$ cat src/sarf_pkg.sv
// ----------------------------------------------------------------------------
// sarf_pkg: shared types and constants for the anti-replay filter
// verdict codes and the per-slot record carried along the cell chain
// ----------------------------------------------------------------------------
package sarf_pkg;

	localparam int ID_W   = 8;
	localparam int SES_W  = 16;
	localparam int SEQ_W  = 32;
	localparam int TIME_W = 32;
	localparam int VERD_W = 3;
	localparam int SLOT_W = 3;
	localparam int WBITS_W = 8;

	localparam logic [VERD_W-1:0] VERD_ACCEPT   = 3'd0;
	localparam logic [VERD_W-1:0] VERD_ZERO_SES = 3'd1;
	localparam logic [VERD_W-1:0] VERD_STALE    = 3'd2;
	localparam logic [VERD_W-1:0] VERD_OUTSIDE  = 3'd3;
	localparam logic [VERD_W-1:0] VERD_DUP      = 3'd4;

	localparam logic [SEQ_W-1:0] SEQ_HALF     = 32'h8000_0000;
	localparam logic [SES_W-1:0] SESSION_HALF = 16'h8000;

	typedef struct packed {
		logic              valid;
		logic [ID_W-1:0]   id;
		logic [SES_W-1:0]  session;
		logic [SEQ_W-1:0]  highest;
		logic [WBITS_W-1:0] wbits;
		logic [TIME_W-1:0] last_seen;
	} slot_rec_t;

endpackage

$ cat src/sarf_cell.sv
// ----------------------------------------------------------------------------
// sarf_cell: one table slot of the rotating chain
// holds a record, loads from its neighbor on shift, or from the write port
// ----------------------------------------------------------------------------
module sarf_cell (
	input  logic                clk,
	input  logic                arst_n,
	input  logic                shift,
	input  logic                wr_en,
	input  sarf_pkg::slot_rec_t wr_rec,
	input  sarf_pkg::slot_rec_t prev_rec,
	output sarf_pkg::slot_rec_t rec
);
	import sarf_pkg::*;

	logic      valid_q;
	slot_rec_t data_q;

	always_ff @(posedge clk or negedge arst_n) begin
		if (!arst_n) begin
			valid_q <= 1'b0;
		end else if (wr_en) begin
			valid_q <= wr_rec.valid;
		end else if (shift) begin
			valid_q <= prev_rec.valid;
		end
	end

	always_ff @(posedge clk) begin
		if (wr_en) begin
			data_q <= wr_rec;
		end else if (shift) begin
			data_q <= prev_rec;
		end
	end

	always_comb begin
		rec = data_q;
		rec.valid = valid_q;
	end

endmodule

$ cat src/session_anti_replay_filter_core.sv
// ----------------------------------------------------------------------------
// session_anti_replay_filter_core: per-source replay filter with sessions
// ----------------------------------------------------------------------------
// from start, a request passes through ST_SCAN, ST_PICK, ST_WIN and ST_OUT to the
// result strobe (zero session: from ST_IDLE straight to ST_OUT); one request at a
// time, busy stays high until the result
// the slot records rotate once around a ring of cells for the scan
// reset clears all slot valid bits and the control state; results cannot stall
// ----------------------------------------------------------------------------
module session_anti_replay_filter_core #(
	parameter int NUM_SOURCES = 8,
	parameter int WINDOW_SIZE = 8
) (
	input  logic        clk,
	input  logic        arst_n,
	input  logic        start,
	output logic        busy,
	input  logic [7:0]  src_id,
	input  logic [15:0] boot_id,
	input  logic [31:0] seq_num,
	input  logic        is_reliable,
	input  logic [31:0] now_ms,
	output logic        done,
	output logic [2:0]  verdict,
	output logic        session_changed,
	output logic [2:0]  slot_index
);
	import sarf_pkg::*;

	localparam int IDX_W = (NUM_SOURCES > 1) ? $clog2(NUM_SOURCES) : 1;
	localparam int CNT_W = $clog2(NUM_SOURCES + 1);
	localparam logic [WBITS_W-1:0] WIN_MASK = WBITS_W'((9'd1 << WINDOW_SIZE) - 9'd1);

	typedef enum logic [4:0] {
		ST_IDLE  = 5'b00001,
		ST_SCAN  = 5'b00010,
		ST_PICK  = 5'b00100,
		ST_WIN   = 5'b01000,
		ST_OUT   = 5'b10000
	} state_t;

	state_t state_q;

	logic [ID_W-1:0]   src_q;
	logic [SES_W-1:0]  boot_q;
	logic [SEQ_W-1:0]  seq_q;
	logic              rel_q;
	logic [TIME_W-1:0] now_q;

	logic [CNT_W-1:0]  cnt_q;
	logic              found_q, free_q;
	logic [IDX_W-1:0]  match_q, free_idx_q, lru_idx_q;
	logic [TIME_W-1:0] lru_time_q;
	logic [IDX_W-1:0]  slot_q;
	slot_rec_t         work_q;
	logic              changed_q;
	logic [VERD_W-1:0] verd_q;

	slot_rec_t cell_rec [NUM_SOURCES];
	logic      shift;
	logic [NUM_SOURCES-1:0] wr_sel;
	slot_rec_t wr_rec;

	// ring: cell i takes from cell i+1, so cell 0 sees slot cnt_q during scan
	genvar g;
	generate
		for (g = 0; g < NUM_SOURCES; g++) begin : g_cell
			sarf_cell u_cell (
				.clk      (clk),
				.arst_n   (arst_n),
				.shift    (shift),
				.wr_en    (wr_sel[g]),
				.wr_rec   (wr_rec),
				.prev_rec (cell_rec[(g + 1) % NUM_SOURCES]),
				.rec      (cell_rec[g])
			);
		end
	endgenerate

	assign shift = (state_q == ST_SCAN);
	wire [IDX_W-1:0] scan_idx = cnt_q[IDX_W-1:0];
	slot_rec_t head;
	assign head = cell_rec[0];

	// window check on the chosen record
	slot_rec_t win_rec;
	logic [VERD_W-1:0] win_verd;
	always_comb begin
		logic [SEQ_W-1:0]  d;
		logic [WBITS_W-1:0] bits;
		logic [WBITS_W-1:0] m;
		win_rec  = work_q;
		win_verd = VERD_ACCEPT;
		bits = work_q.wbits & WIN_MASK;
		d = seq_q - work_q.highest;
		m = '0;
		if (rel_q) begin
			if (bits == '0) begin
				win_rec.highest = seq_q;
				win_rec.wbits   = WBITS_W'(1);
			end else if (d != '0 && d < SEQ_HALF) begin
				if (d >= SEQ_W'(WINDOW_SIZE)) bits = '0;
				else bits = (bits << d[2:0]) & WIN_MASK;
				win_rec.highest = seq_q;
				win_rec.wbits   = bits | WBITS_W'(1);
			end else begin
				d = work_q.highest - seq_q;
				if (d >= SEQ_W'(WINDOW_SIZE)) begin
					win_verd = VERD_OUTSIDE;
				end else begin
					m = WBITS_W'(1) << d[2:0];
					if ((bits & m) != '0) win_verd = VERD_DUP;
					else win_rec.wbits = bits | m;
				end
			end
		end
		if (win_verd == VERD_ACCEPT) win_rec.last_seen = now_q;
	end

	always_comb begin
		wr_sel = '0;
		wr_rec = win_rec;
		if (state_q == ST_WIN && verd_q == VERD_ACCEPT && win_verd == VERD_ACCEPT)
			wr_sel[slot_q] = 1'b1;
	end

	// the record read for the picked slot, after a full rotation
	slot_rec_t pick_rec;
	logic [IDX_W-1:0] pick_idx;
	logic [SES_W-1:0] sd;
	always_comb begin
		pick_idx = found_q ? match_q : (free_q ? free_idx_q : lru_idx_q);
		pick_rec = cell_rec[pick_idx];
		sd = boot_q - pick_rec.session;
	end

	always_ff @(posedge clk or negedge arst_n) begin
		if (!arst_n) begin
			state_q <= ST_IDLE;
			done    <= 1'b0;
			cnt_q   <= '0;
		end else begin
			done <= 1'b0;
			unique case (state_q)
				ST_IDLE: begin
					if (start) begin
						if (boot_id == '0) begin
							state_q <= ST_OUT;
						end else begin
							state_q <= ST_SCAN;
						end
						cnt_q <= '0;
					end
				end
				ST_SCAN: begin
					cnt_q <= cnt_q + CNT_W'(1);
					if (cnt_q == CNT_W'(NUM_SOURCES - 1)) state_q <= ST_PICK;
				end
				ST_PICK: state_q <= ST_WIN;
				ST_WIN:  state_q <= ST_OUT;
				ST_OUT: begin
					done    <= 1'b1;
					state_q <= ST_IDLE;
				end
				default: state_q <= ST_IDLE;
			endcase
		end
	end

	always_ff @(posedge clk) begin
		unique case (state_q)
			ST_IDLE: begin
				src_q <= src_id;
				boot_q <= boot_id;
				seq_q <= seq_num;
				rel_q <= is_reliable;
				now_q <= now_ms;
				found_q <= 1'b0;
				free_q <= 1'b0;
				match_q <= '0;
				free_idx_q <= '0;
				lru_idx_q <= '0;
				changed_q <= 1'b0;
				slot_q <= '0;
				verd_q <= start && boot_id == '0 ? VERD_ZERO_SES : VERD_ACCEPT;
			end
			ST_SCAN: begin
				if (!found_q && head.valid && head.id == src_q) begin
					found_q <= 1'b1;
					match_q <= scan_idx;
				end
				if (!free_q && !head.valid) begin
					free_q <= 1'b1;
					free_idx_q <= scan_idx;
				end
				if (cnt_q == '0 || head.last_seen < lru_time_q) begin
					lru_time_q <= head.last_seen;
					lru_idx_q <= scan_idx;
				end
			end
			ST_PICK: begin
				slot_q <= pick_idx;
				work_q <= pick_rec;
				if (found_q) begin
					if (pick_rec.session != boot_q) begin
						if (!(sd != '0 && sd < SESSION_HALF)) begin
							verd_q <= VERD_STALE;
						end else begin
							work_q.session <= boot_q;
							work_q.highest <= '0;
							work_q.wbits <= '0;
							changed_q <= 1'b1;
						end
					end
				end else begin
					work_q.valid <= 1'b1;
					work_q.id <= src_q;
					work_q.session <= boot_q;
					work_q.highest <= '0;
					work_q.wbits <= '0;
					work_q.last_seen <= '0;
					changed_q <= 1'b1;
				end
			end
			ST_WIN: begin
				if (verd_q == VERD_ACCEPT) verd_q <= win_verd;
			end
			default: ;
		endcase
	end

	// an adopted session always passes the window, so one write in ST_WIN covers it
	assign busy = (state_q != ST_IDLE);
	assign verdict = verd_q;
	assign session_changed = (verd_q == VERD_STALE || verd_q == VERD_ZERO_SES)
		? 1'b0 : changed_q;
	assign slot_index = (verd_q == VERD_ZERO_SES) ? 3'd0 : 3'(slot_q);

endmodule

$ cat config.mk
export PLATFORM = sky130hd
export DESIGN_NAME = session_anti_replay_filter_core
export DESIGN_NICKNAME = d
export VERILOG_FILES = /design/src/sarf_pkg.sv /design/src/sarf_cell.sv /design/src/session_anti_replay_filter_core.sv
export SDC_FILE = /design/constraint.sdc
export NUM_CORES = 2
export LEC_CHECK = 0
export BUFFER_PORTS_ARGS = -buffer_cell sky130_fd_sc_hd__buf_4
export CAP_MARGIN = 15
export CORE_MARGIN = 1
export CORE_UTILIZATION = 58
export DETAILED_ROUTE_END_ITERATION = 12
export PLACE_DENSITY = 0.81
export SYNTH_ARGS = -nofsm -noshare
export SYNTH_HDL_FRONTEND = slang
export SYNTH_SLANG_ARGS = --single-unit
$ cat constraint.sdc
create_clock -name clk -period 6.8 [get_ports clk]
set_input_delay 0 -clock clk [delete_from_list [all_inputs] [get_ports clk]]
set_output_delay 0 -clock clk [all_outputs]
set_load 0.02 [all_outputs]
==> results.yml <==
sta:
  min_period_ns: 6.31
  clock.fmax_ghz: 0.159
  worst_slew_pin_slew_ns: 1.08
  tns_ns: 0
  finalSetupViolCount: 0
  rsz0062_at_grt: "false"
  finalHoldViolations: 0
  slew_headroom: 0.282
  skew_ns: 0.0727
  fin_crit_sh: 0.927
  final_max_slew_viol_count: 0
floorplanning:
  rows: 107
  die_width_um: 297
  die_h_um: 297
  pin_count: 101
  start_util: 0.589
  core-area_um2: 85700
  die_area_um2: 88200
placement:
  dpl.hpwl_mm: 83.8
  gp_congestion: 1.05
  dp_cells: 5024
  portBuffers: 100
setup_path:
  crit_chain: "inv_1 > ha_1 > inv_1 > fa_1 > a21o_1 > a221oi_2 > o31a_1 > a2bb2oi_1 > nand2_1 > nor3_1 > nand4_1 > nor2_2 > a32oi_4 > o2111ai_4 > buf_4 > buf_4 > mux2_2"
  critPathKind: "flip-flop to flip-flop"
  crit_family: "compound AO/OA/AOI/OAI gates"
  worst_path_max_delay_cell: "buf_4"
  crit_path_start_kind: "flip-flop"
  slowest_delay_ns: 0.72
  critPathMaxFanout: 42
  path_buf_inv: 4
  arrival_ns: 6.75
  cp.required_ns: 7.24
  crit_path_end_kind: "flip-flop"
power_and_ir_drop:
  max-vdd-ir-drop_mv: 0.347
  p_leak_nw: 21.0
  power_density_nw_per_um2: 454
cts:
  clock-root-buffer: "clkbuf_16"
  cts_sinks: 990
  cts_made_buffers: 100
  clock_latency_ns: 0.70
  ctsLongestPathBuffers: 3
  cts_resized: 0
  cts_tree: "yes"
  clkTransAtPathRegs_ns: 0.06
  cts.htree.levels: 3
routing:
  drtAntennaViolNets: 0
  avgViaCountPerCell: 6.55
  drt-initial-drc-count: 3898
  routed_wl_mm: 137
  drt-wirelength-per-cell_um: 25.8
  dr.pass1.iters: 7
  drc: 0
  routed-via-count: 34700
global_routing:
  grt_max_degree: 97
  antenna_found_initial: 2
  overflow: 0
  grt_pass1_vias: 35100
  grtUsageTotal: 0.309
  grt_pass1_wl_mm: 209
yosys:
  synth_cells: 3909
  synth_edf_count: 972
  syn-cell-area_um2: 50500
  ys_seq_elements: 990
  syn_nets: 4114
  synthTopCellsByArea: "edfxtp_1, mux4_2, mux2_2, nand2_1, mux2_1"
  syn_avg_cell_area_um2: 12.9
  netlist.area_leader.share: 0.578
  dominantRegCellSynth: "edfxtp_1"
  async_flop_share: 0.0182
  yosysTopAreaCell: "edfxtp_1"
  synth_seq_area_share: 0.587
  ys_types: 92
  yosysWarnings: 0
layout:
  final_cells: 5302
  area_delta_synth_final_pct: 13.5
  final_core_util: 0.669
  final_nets: 4280
  multi_input_area_um2: 19600
  drive_above_1_share: 0.184
  register_area_um2: 29600
  diodes: 0
  nFillCells: 5973
worst_hold_path:
  min_path_type: "input port to flip-flop"
status:
  outcome: "finished, final reports clean"
run:
  maxCapViolations: 0
-- sequential cells by signal, summed over array words and instances, names as in the netlist --
| register | count |
|---|---|
| found_q | 1 |
| boot_q | 16 |
| src_q | 8 |
| g_cell.u_cell.rec | 768 |
| done | 1 |
| g_cell.u_cell.valid_q | 8 |
| cnt_q | 4 |
| work_q | 40 |
| verdict | 3 |
| free_q | 1 |
| changed_q | 1 |
| rel_q | 1 |
| lru_idx_q | 3 |
| seq_q | 32 |
| now_q | 32 |
| lru_time_q | 32 |
| match_q | 3 |
| slot_q | 3 |
| win_rec | 25 |
| free_idx_q | 3 |
| state_q | 5 |
-- layout make-up --
cell class / count / share of cell area
clock inverters: 67 / 0.0133
repair buffers: 285 / 0.0475
flip-flops and latches: 990 / 0.517
multi-input cells: 2556 / 0.342
well taps: 1144 / 0.0250
clock buffers: 118 / 0.0454
inverters: 142 / 0.00936
-- through the flow --
stage	hold slack [ns]	setup WS (ns)	total power, mW	instance area (um2)
after floorplan	-0.296	0.628	16.8	50500
after global placement	-0.112	0.738	19.9	53000
after detailed placement	-0.110	0.669	20.1	53000
after CTS	0.000530	0.620	25.8	57300
after global routing	0.0168	0.265	27.1	57300
final	0.0237	0.495	26.0	57300
-- kinds of logic after synthesis --
family	share of synthesized area
DFF	0.587
AOI/OAI and AO/OA	0.0937
adders and majority gates	0.0284
xor gates and xnor gates	0.00833
muxes	0.167
buffers and inverters	0.0305
and+or+nand+nor	0.0850
-- Yosys cell counts (93+ instances only) --
master,count
o21ai_0,243
nand2_1,541
mux2_2,220
a21oi_1,286
mux2i_1,93
inv_1,140
mux2_1,178
ha_1,110
buf_2,96
edfxtp_1,972
nor2_1,220
mux4_2,134
-- report_power, final --
part / internal (mW) / switching (mW) / leakage, nW
Combinational: 4.10 / 6.55 / 10.1
Clock: 3.25 / 2.45 / 1.63
Sequential: 8.75 / 0.900 / 9.19
Total: 16.1 / 9.91 / 21.0
-- what timing repair did --
item	CTS	global route
setup buffers	0	0
endpoints found under the hold margin	116	0
hold buffers	93	0
-- placed cells by master, fill, tap and decap left out, drive strengths merged, types with 46 or more instances in the layout --
cell type and count:
dlygate4sd3 93, a21oi 287, nor2 224, ha 110, mux2 398, nand2 541, mux4 134, inv 145
clkinv 46, buf 192, clkbuf 118, mux2i 93, o21ai 262, edfxtp 972
-- path summary, 6_finish.rpt --
kind | start | end | slack, ns | cells past startpoint
min in group asynchronous | arst_n | g_cell[5].u_cell.valid_q$_DFFE_PN0P_ | 0.55 | 3
setup / recovery | seq_q[0]$_DFFE_PP_ | g_cell[4].u_cell.rec[11]$_DFFE_PP_ | 0.49 | 17
hold reg to reg | g_cell[0].u_cell.rec[9]$_DFFE_PP_ | lru_time_q[9]$_DFFE_PP_ | 0.49 | 0
hold / removal | now_ms[19] | now_q[19]$_DFFE_PP_ | 0.02 | 2
setup reg to reg | seq_q[0]$_DFFE_PP_ | g_cell[4].u_cell.rec[11]$_DFFE_PP_ | 0.49 | 17
max in group asynchronous | arst_n | state_q[3]$_DFFE_PN0P_ | 5.66 | 3
-- routing by layer --
metal  vias to the layer above  global-route usage  wire, um
met5                         -                   0        38
met4                         4               0.110      4650
met3                       350              0.0581     14100
met2                      2072               0.504     65800
met1                     17200               0.417     52300
li1                      15100                   -         -
Power figures use the tool's default switching activity.
